===== src/sv/rms_pkg.sv =====
// ----------------------------------------------------------------------------
// rms_pkg
// Shared types and constants for the running mean and deviation block.
// ----------------------------------------------------------------------------
package rms_pkg;

    localparam int SAMPLE_BITS = 16;
    localparam int CNT_W  = 17;
    localparam int SUM_W  = 32;
    localparam int SQ_W   = 47;
    localparam int NUM_W  = 128;
    localparam int Q_W    = 64;

    localparam logic [1:0] ADDR_MODE = 2'd0;

    localparam logic [1:0] STATUS_OK       = 2'd0;
    localparam logic [1:0] STATUS_FEW      = 2'd1;
    localparam logic [1:0] STATUS_OVERFLOW = 2'd2;

    typedef struct packed {
        logic start;
        logic ld_mul;
        logic ld_num;
        logic div_step;
        logic sqrt_step;
        logic mean_step;
        logic finish;
    } rms_cmd_t;

    typedef struct packed {
        logic last_step;
    } rms_stat_t;

endpackage


===== src/sv/rms_ctrl.sv =====
// ----------------------------------------------------------------------------
// rms_ctrl
// Sequencer for the closing divide and square root.
// ----------------------------------------------------------------------------
module rms_ctrl (
    input  logic                aclk,
    input  logic                aresetn,
    input  logic                go,
    output logic                busy,
    output logic                done,
    input  rms_pkg::rms_stat_t  stat,
    output rms_pkg::rms_cmd_t   cmd
);
    import rms_pkg::*;

    localparam logic [2:0] S_IDLE = 3'd0;
    localparam logic [2:0] S_MUL  = 3'd1;
    localparam logic [2:0] S_NUM  = 3'd2;
    localparam logic [2:0] S_DIV  = 3'd3;
    localparam logic [2:0] S_SQRT = 3'd4;
    localparam logic [2:0] S_FIN  = 3'd5;

    logic [2:0] state_reg, state_next;

    always_comb begin
        state_next = state_reg;
        cmd = '0;
        done = 1'b0;
        unique case (state_reg)
            S_IDLE: begin
                if (go) begin
                    cmd.start = 1'b1;
                    state_next = S_MUL;
                end
            end
            S_MUL: begin
                cmd.ld_mul = 1'b1;
                state_next = S_NUM;
            end
            S_NUM: begin
                cmd.ld_num = 1'b1;
                state_next = S_DIV;
            end
            S_DIV: begin
                cmd.div_step = 1'b1;
                cmd.mean_step = 1'b1;
                if (stat.last_step) state_next = S_SQRT;
            end
            S_SQRT: begin
                cmd.sqrt_step = 1'b1;
                if (stat.last_step) state_next = S_FIN;
            end
            S_FIN: begin
                cmd.finish = 1'b1;
                done = 1'b1;
                state_next = S_IDLE;
            end
            default: state_next = S_IDLE;
        endcase
    end

    assign busy = (state_reg != S_IDLE);

    always_ff @(posedge aclk) begin
        if (!aresetn) begin
            state_reg <= S_IDLE;
        end else begin
            state_reg <= state_next;
        end
    end
endmodule


===== config.mk =====
export PLATFORM = sky130hd
export DESIGN_NAME = rms_ctrl
export DESIGN_NICKNAME = d
export VERILOG_FILES = /design/src/sv/rms_pkg.sv /design/src/sv/rms_ctrl.sv
export SDC_FILE = /design/constraint.sdc
export NUM_CORES = 1
export LEC_CHECK = 0
export BUFFER_PORTS_ARGS = -buffer_cell sky130_fd_sc_hd__buf_2
export CAP_MARGIN = 30
export CORE_AREA = 8 8 45 47
export CTS_CLUSTER_DIAMETER = 100
export DETAILED_ROUTE_END_ITERATION = 16
export DIE_AREA = 0 0 53 55
export GPL_TIMING_DRIVEN = 0
export PLACE_DENSITY = 0.39
export SETUP_SLACK_MARGIN = 0.3
export SLEW_MARGIN = 10
export SYNTH_ARGS = -nofsm -noshare
export SYNTH_HDL_FRONTEND = slang
export SYNTH_SLANG_ARGS = --single-unit

===== constraint.sdc =====
create_clock -name aclk -period 2.7 [get_ports aclk]
set_input_delay 0.135 -clock aclk [delete_from_list [all_inputs] [get_ports aclk]]
set_output_delay 0.135 -clock aclk [all_outputs]
set_load 0.1 [all_outputs]

==> out/results.ini, run 1 <==
[timing]
fin_crit_sh_pct=67.4
maxSlewViolCount=0
hold_viol=0
relSlewSlack_pct=67.5
setup_ws_ps=881
rsz0062_at_grt=no
hold-worst-slack_ps=160
final-setup-viol-count=0
worst_slew_pin_slew_ps=491
finalSetupTns_ps=0
fin_skew_ps=1.34
fmax_mhz=550
layout_min_cycle_time_ps=1820

[power_and_ir_drop]
leakage_nw=0.160
p_per_area_mw_per_mm2=709
report.power.total_mw=0.235
vdd_ir_drop_max_mv=0.175

[route]
drc=0
drt-initial-drc-count=5
wire_per_inst_um=10.5
drt-total-wl_um=580
firstDrtPassIters=4
ant_nets=0
via_per_inst=3.85
vias=212

[clock_network]
ctsHtreeMaxLevel=1
cts_tree=done
clock_latency_ps=230
clock_sinks=3
clk_path_buf_depth=2
post-cts-setup-buffers=0
cts-resized-gates=0
cts_made_buffers=3
cts-hold-fix-buffers=0
clkTransAtPathRegs_ps=40
root_buffer=clkbuf_4

[worst_hold_path]
whs_path_depth=2
hold_path.class=in -> reg
hold_path_end=state_reg[2]
min_from=aresetn

[setup_path]
worstPathMaxFanout=8
r2r_cells=3
r2r_slack_ps=1610
r2r_end=state_reg[0]
end_kind=output port
start_kind=flop
cp_slowest_cell=dfxtp_1
critPathArrivalTime_ps=1680
max_stage_delay_ps=500
crit_type=reg -> out
cp_cell_sequence=nor2b_2 > and2_1 > buf_4 > buf_2
rr_startpoint=state_reg[1]
required_ps=2570

[yosys]
yosys_warnings=0
synth.yosys.seq_area_share_pct=28.7
synth-compound-area-share_pct=16.8
yosysTopAreaCell=dfxtp_1
synth_top_area_share_pct=28.7
synth-xor-area-share_pct=0
synth_fa_ha_area_share_pct=0
synth_mux_area_share_pct=0
synth.avg_cell_area_um2=9.08
syn-num-nets=27
ys_types=15
postSynthCellCount=23
syn-cell-area_um2=209
ys_ff_latch=3
synth-simple-area-share_pct=43.1
synth_top_family_by_area=simple AND/OR/NAND/NOR gates
synth_area_leaders=dfxtp_1 (29%), nor3b_1 (11%), nor2b_2 (8.4%)

[job]
maxCapViolCount=0

[global_routing]
grtUsageTotal_pct=4.42
grt_pass1_vias=227
grtUsageMet3_pct=2.41
overflow=0
grt_max_degree=11
grt_pass1_wl_um=917
use_met1_pct=3.79
busiest_layer=met2
use_met2_pct=6.84
antenna_found_initial=0

[final_layout]
post-route-util_pct=24.0
fill_cells=162
nets=44
final_area_um2=332
final_common_cell=buf_2
layout_common_cells=buf_2 (13), nor3b_2 (3), clkbuf_4 (3), dfxtp_1 (3)
antenna_cells=0
largest_register_ffs=3
drive_above_1_share_pct=64.1
syn_to_final_growth_pct=58.7
final-instance-count-excl-fill=55

[floorplan]
fp.coreArea_mm2=0.00138
fp-row-count=14
die_area_mm2=0.00292
die_w_um=53
ioPinCount=13
start_util_pct=15.1
dieHeight_um=55

[outcome]
status=complete, no violations

[placement]
portBuffers=12
dp.cells=51
gp_congestion=0.787
hpwl_um=457
pre_cts_ws_ps=1120
placed_area_um2=305

-- cell type report --
type                    instances  area [µm²]  share of cell area, %
plain buffers                   3        20.0                   6.04
flip-flops and latches          3        60.1                   18.1
multi-input cells              16         141                   42.6
repair buffers                 12        60.1                   18.1
inverters                       1        3.75                   1.13
clock buffers                   4        26.3                   7.92
well taps                      16        20.0                   6.04
-- routing by layer --
metal	up-vias	part of all wire [%]
li1	112	-
met1	94	35
met2	6	52
met3	0	12
met4	0	0
met5	-	0
-- synth_stat cells --
| cell | number |
|---|---|
| dfxtp_1 | 3 |
| nor3b_1 | 3 |
| a31oi_1 | 2 |
| buf_4 | 2 |
| nor2b_1 | 2 |
| nor2b_2 | 2 |
| a221oi_2 | 1 |
| and2_1 | 1 |
| buf_2 | 1 |
| inv_1 | 1 |
| nand2_1 | 1 |
| nor3b_2 | 1 |
| nor4b_1 | 1 |
| o211ai_1 | 1 |
| or3_1 | 1 |
-- worst max path at each step --
stage / from / to / slack, ps
floorplan: state_reg[0] / cmd[0] / 310
global placement: state_reg[1] / cmd[3] / 1130
detailed placement: state_reg[1] / cmd[3] / 1120
CTS: state_reg[1] / cmd[3] / 850
global route: state_reg[1] / cmd[3] / 780
finish: state_reg[1] / cmd[3] / 880
-- critical path: cells and delay by family, from the launching register on --
family | cells | cell delay [ps]
flip-flops | 1 | 500
buffers and inverters | 2 | 510
AND/OR/NAND/NOR | 2 | 450
-- cells by family after synthesis --
family                 after synthesis
and+or+nand+nor                     12
AOI/OAI and AO/OA                    4
DFF                                  3
buffers and inverters                4
-- power breakdown --
group / leakage (nW) / switching [mW] / internal, mW
combinational: 0.120 / 0.0822 / 0.0211
sequential: 0.0247 / 0.00591 / 0.0480
clock: 0.0150 / 0.0226 / 0.0553
total: 0.160 / 0.111 / 0.124
Note: power is estimated with default switching activity, not from simulation.
==> inputs of run 2 (changes only) <==
PLACE_DENSITY = 0.4   (was 0.39)
clock period = 1.6 ns   (was 2.7 ns; I/O delays follow)
==> run 2 against run 1 <==
Net effect:
- first-iteration DRC count down 100%
- non-clock buffer count grew 8
- hold slack worse by 69 ps
- count of clock-buffer cells in the layout did not move
- highest routed layer is now met4
==> out/results.ini, run 2 (synthesis results as in run 1) <==
[placement]
gp_congestion=0.665  ; was 0.787
placed_area_um2=372  ; was 305 µm²
hpwl_um=517  ; was 457 µm
portBuffers=12  ; unchanged
dp.cells=51  ; unchanged

[setup_path]
r2r_cells=5  ; was 3
start_kind=flop  ; unchanged
crit_type=reg -> out  ; unchanged
critPathBufInv=2  ; unchanged
cp-startpoint=state_reg[0]  ; was state_reg[1]
rr_startpoint=state_reg[2]  ; was state_reg[1]
r2r_slack_ps=480  ; was 1610 ps
max_stage_delay_ps=390  ; was 500 ps
critPathArrivalTime_ps=1270  ; was 1680 ps
crit_family=simple AND/OR/NAND/NOR gates  ; was buffers and inverters
required_ps=1520  ; was 2570 ps
worstPathMaxFanout=6  ; was 8
crit_cells=3  ; was 4
cp_cell_sequence=buf_6 > or3_4 > buf_12  ; was nor2b_2 > and2_1 > buf_4 > buf_2
crit_end=busy  ; was cmd[3]
end_kind=output port  ; unchanged
r2r_end=state_reg[0]  ; unchanged
cp_slowest_cell=or3_4  ; was dfxtp_1

[final_layout]
syn_to_final_growth_pct=192  ; was 58.7%
final_common_cell=buf_12  ; was buf_2
largest_register_ffs=3  ; unchanged
final_area_um2=611  ; was 332 µm²
layout_common_cells=buf_12 (9), buf_4 (6), buf_6 (4)  ; was buf_2 (13), nor3b_2 (3), clkbuf_4 (3), dfxtp_1 (3)
drive_above_1_share_pct=85.1  ; was 64.1%
nets=52  ; was 44
antenna_cells=0  ; unchanged
final-instance-count-excl-fill=63  ; was 55

[timing]
hold-worst-slack_ps=90.4  ; was 160 ps
final-setup-viol-count=0  ; unchanged
fin_crit_sh_pct=84.2
layout_min_cycle_time_ps=1350
maxSlewViolCount=0  ; unchanged
relSlewSlack_pct=82.4  ; was 67.5%
fmax_mhz=743
worst_slew_pin_slew_ps=263  ; was 491 ps
finalSetupTns_ps=0  ; unchanged
rsz0062_at_grt=yes  ; was no
hold_viol=0  ; unchanged
fin_skew_ps=0.765  ; was 1.34 ps

[global_routing]
antenna_found_initial=0  ; unchanged
grt_pass1_wl_um=1160  ; was 917 µm
grtUsageTotal_pct=5.62  ; was 4.42%
grt_max_degree=9  ; was 11
overflow=0  ; unchanged
grt_pass1_vias=266  ; was 227

[clock_network]
clkTransAtPathRegs_ps=30  ; was 40 ps
root_buffer=clkbuf_4  ; unchanged
clock_latency_ps=230  ; about the same
clk_path_buf_depth=2  ; unchanged
ctsHtreeMaxLevel=1  ; unchanged
clock_sinks=3  ; unchanged
cts_tree=done  ; unchanged
cts_made_buffers=3  ; unchanged

[worst_hold_path]
whs_path_depth=2  ; unchanged
hold_path.class=in -> reg  ; unchanged

[floorplan]
ioPinCount=13  ; unchanged
fp-row-count=14  ; unchanged
die_w_um=53  ; unchanged
start_util_pct=15.1  ; unchanged
fp.coreArea_mm2=0.00138  ; unchanged
die_area_mm2=0.00292  ; unchanged
dieHeight_um=55  ; unchanged

[power_and_ir_drop]
report.power.total_mw=0.509  ; was 0.235 mW
vdd_ir_drop_max_mv=0.387  ; was 0.175 mV
leakage_nw=0.250  ; was 0.160 nW
p_per_area_mw_per_mm2=834  ; was 709 mW/mm²

[route]
via_per_inst=4.11  ; was 3.85
ant_nets=0  ; unchanged
drc=0  ; unchanged
drt-total-wl_um=689  ; was 580 µm
vias=259  ; was 212
wire_per_inst_um=10.9  ; was 10.5 µm
drt-initial-drc-count=0  ; was 5
firstDrtPassIters=1  ; was 4

[job]
maxCapViolCount=0  ; unchanged

[outcome]
status=complete, no violations  ; unchanged

[run 2: stage by stage]
| stage | setup slack, ps | util (%) |
|---|---|---|
| after floorplan | -158 | - |
| after global placement | 101 | 26.9 |
| after detailed placement | 78.4 | 26.9 |
| after CTS | 238 | 41.4 |
| after global routing | 204 | 44.1 |
| final | 254 | 44.1 |
[run 2: worst min-delay path by stage]
stage / startpoint / slack (ps) / end
floorplan: stat / 180 / state_reg[1]
global placement: aresetn / 320 / state_reg[0]
detailed placement: aresetn / 330 / state_reg[0]
CTS: aresetn / 80 / state_reg[0]
global route: stat / 90 / state_reg[1]
finish: aresetn / 90 / state_reg[0]
[run 2: area by class of cell]
class | count | area [µm²]
fillers | 144 | 773
inverters | 1 | 3.75
multi-input cells | 16 | 189
flip-flops and latches | 3 | 71.3
well taps | 16 | 20.0
clock buffers | 4 | 26.3
repair buffers | 20 | 258
plain buffers | 3 | 42.5
[run 2: report_power, final]
part | switching, mW | internal, mW | total, mW
clock | 0.0381 | 0.0934 | 0.131
sequential | 0.0136 | 0.0805 | 0.0941
combinational | 0.160 | 0.124 | 0.284
total | 0.211 | 0.298 | 0.509
[run 2: timing repair]
action                                  CTS  global route
endpoints found under the setup margin    9             9
gates resized for setup                  31             5
hold buffers                              0             0
pin swaps                                 1             3
buffers inserted                          6             2
cloned                                    0             0
hold endpoints to repair                  0             0
[run 2: layer usage]
metal	global-route usage, %	vias to the layer above	part of all wire (%)
li1	-	129	-
met1	5.91	116	37
met2	7.62	12	48
met3	3.48	2	13
met4	5.17	0	1.7
met5	0	-	0
==> inputs of run 3 (changes only) <==
clock period = 1.1 ns   (was 1.6 ns; I/O delays follow)
==> run 3 against run 2 <==
Net effect:
- the run now ends with setup timing left
- final cell count up 6.3%
- design area up 8.8%
- clock skew fell by 0.65 ps
- register-to-register slack got worse by 620 ps
- global-route usage rose by 0.055 points
- first-iteration DRC count is 2 higher
- wire length up 15%
- non-clock buffer count grew 4
- critical path type unchanged
- largest power group unchanged
- highest routed layer unchanged
==> out/results.ini, run 3 (synthesis results as in run 1) <==
[outcome]
status=complete, but fails checks  ; was complete, no violations
violations=setup timing

[timing]
rsz0062_at_grt=yes  ; unchanged
relSlewSlack_pct=77.2  ; was 82.4%
fmax_mhz=762
layout_min_cycle_time_ps=1310
final-setup-viol-count=11  ; was 0
hold_viol=0  ; unchanged
fin_crit_sh_pct=119
maxSlewViolCount=0  ; unchanged
worst_slew_pin_slew_ps=341  ; was 263 ps
setup_ws_ps=-212  ; was 254 ps
fin_skew_ps=0.111  ; was 0.765 ps
hold-worst-slack_ps=64.1  ; was 90.4 ps

[global_routing]
grtUsageTotal_pct=5.68  ; was 5.62%
antenna_found_initial=0  ; unchanged
overflow=0  ; unchanged
grt_pass1_wl_um=1170  ; was 1160 µm
grt_max_degree=8  ; was 9
grt_pass1_vias=263  ; was 266

[setup_path]
required_ps=1040  ; was 1520 ps
crit_type=reg -> out  ; unchanged
end_kind=output port  ; unchanged
worstPathMaxFanout=7  ; was 6
critPathArrivalTime_ps=1260  ; was 1270 ps
cp-startpoint=state_reg[0]  ; unchanged
rr_startpoint=state_reg[2]  ; unchanged
start_kind=flop  ; unchanged

[clock_network]
clock_latency_ps=230  ; about the same
cts-hold-fix-buffers=0  ; unchanged
cts_tree=done  ; unchanged
clk_path_buf_depth=2  ; unchanged
ctsHtreeMaxLevel=1  ; unchanged
clock_sinks=3  ; unchanged
cts_made_buffers=3  ; unchanged
clkTransAtPathRegs_ps=40  ; was 30 ps
root_buffer=clkbuf_4  ; unchanged

[floorplan]
fp-row-count=14  ; unchanged
fp.coreArea_mm2=0.00138  ; unchanged
dieHeight_um=55  ; unchanged
die_w_um=53  ; unchanged
ioPinCount=13  ; unchanged
start_util_pct=15.1  ; unchanged
die_area_mm2=0.00292  ; unchanged

[placement]
portBuffers=12  ; unchanged
hpwl_um=489  ; was 517 µm
placed_area_um2=378  ; was 372 µm²
gp_congestion=0.640  ; was 0.665
dp.cells=51  ; unchanged

[power_and_ir_drop]
power_frac_seq_pct=17.3  ; was 18.5%
intPower_mw=0.445  ; was 0.298 mW
combPwrFrac_pct=57.0  ; was 55.7%
sw_frac_of_total_pct=42.2  ; was 41.5%
vdd_ir_drop_max_mv=0.488  ; was 0.387 mV
leakage_nw=0.272  ; was 0.250 nW
p_switching_mw=0.325  ; was 0.211 mW
clkPwrFrac_pct=25.7  ; was 25.8%
p_per_area_mw_per_mm2=1160  ; was 834 mW/mm²

[final_layout]
nets=56  ; was 52
syn_to_final_growth_pct=218  ; was 192%
layout_common_cells=buf_4 (9), buf_12 (8), buf_6 (6)  ; was buf_12 (9), buf_4 (6), buf_6 (4)
largest_register_ffs=3  ; unchanged
drive_above_1_share_pct=88.2  ; was 85.1%
final_area_um2=664  ; was 611 µm²
final-instance-count-excl-fill=67  ; was 63
fill_cells=121  ; was 144
antenna_cells=0  ; unchanged
post-route-util_pct=48.0  ; was 44.1%
final_common_cell=buf_4  ; was buf_12

[route]
firstDrtPassIters=4  ; was 1
drc=0  ; unchanged
drt-total-wl_um=790  ; was 689 µm
vias=292  ; was 259
via_per_inst=4.36  ; was 4.11
wire_per_inst_um=11.8  ; was 10.9 µm
ant_nets=0  ; unchanged
drt-initial-drc-count=2  ; was 0

[worst_hold_path]
min_from=aresetn  ; unchanged
hold_path.class=in -> reg  ; unchanged

[job]
maxCapViolCount=0  ; unchanged

## run 3: layout make-up
| type | instances | area [µm²] | share of cell area, % |
|---|---|---|---|
| buffer | 3 | 46.3 | 6.97 |
| clock buffer | 4 | 26.3 | 3.95 |
| inverter | 1 | 6.26 | 0.942 |
| multi-input combinational | 16 | 215 | 32.4 |
| sequential | 3 | 71.3 | 10.7 |
| tap | 16 | 20.0 | 3.01 |
| timing repair buffer | 24 | 279 | 42.0 |
## run 3: timing repair
action,in CTS,in global routing
gates resized for setup,38,5
setup buffers,7,5
endpoints found under the hold margin,0,0
setup endpoints to repair,12,12
pin swaps,4,5
cloned,0,0
## run 3: worst paths after layout
path | to | cells past startpoint | slack, ps
worst max register to register | state_reg[0] | 5 | -140
worst min-delay path | state_reg[0] | 2 | 60
worst min register to register | state_reg[1] | 2 | 620
worst max-delay path | busy | 3 | -210
## run 3: metal layers
layer  global-route usage [%]  routed length (µm)  up-vias
met3                     3.48                  79        4
met5                        0                   0        -
met2                     8.98                 438       14
met1                     5.00                 251      135
met4                     5.17                  20        0
li1                         -                   -      139
## run 3: worst max-delay path: stages, from the launching register on
cell and delay, ps:
dfxtp_4 350, buf_8 130, or3_4 370, buf_12 170
## run 3: power groups by stage
stage                     Combinational, mW  Clock [mW]  Sequential [mW]
after floorplan                       0.251           0            0.139
after global placement                0.282           0            0.143
after detailed placement              0.283           0            0.144
after CTS                             0.396       0.208            0.137
after global routing                  0.456       0.219            0.135
final                                 0.439       0.198            0.133
## run 3: per-stage QoR
| stage | worst slack, ps | total power [mW] | setup TNS [ps] |
|---|---|---|---|
| floorplan | -633 | 0.390 | -3560 |
| global placement | -326 | 0.425 | -1590 |
| detailed placement | -320 | 0.426 | -1620 |
| CTS | -235 | 0.741 | -1550 |
| global route | -251 | 0.810 | -2080 |
| finish | -212 | 0.770 | -1560 |
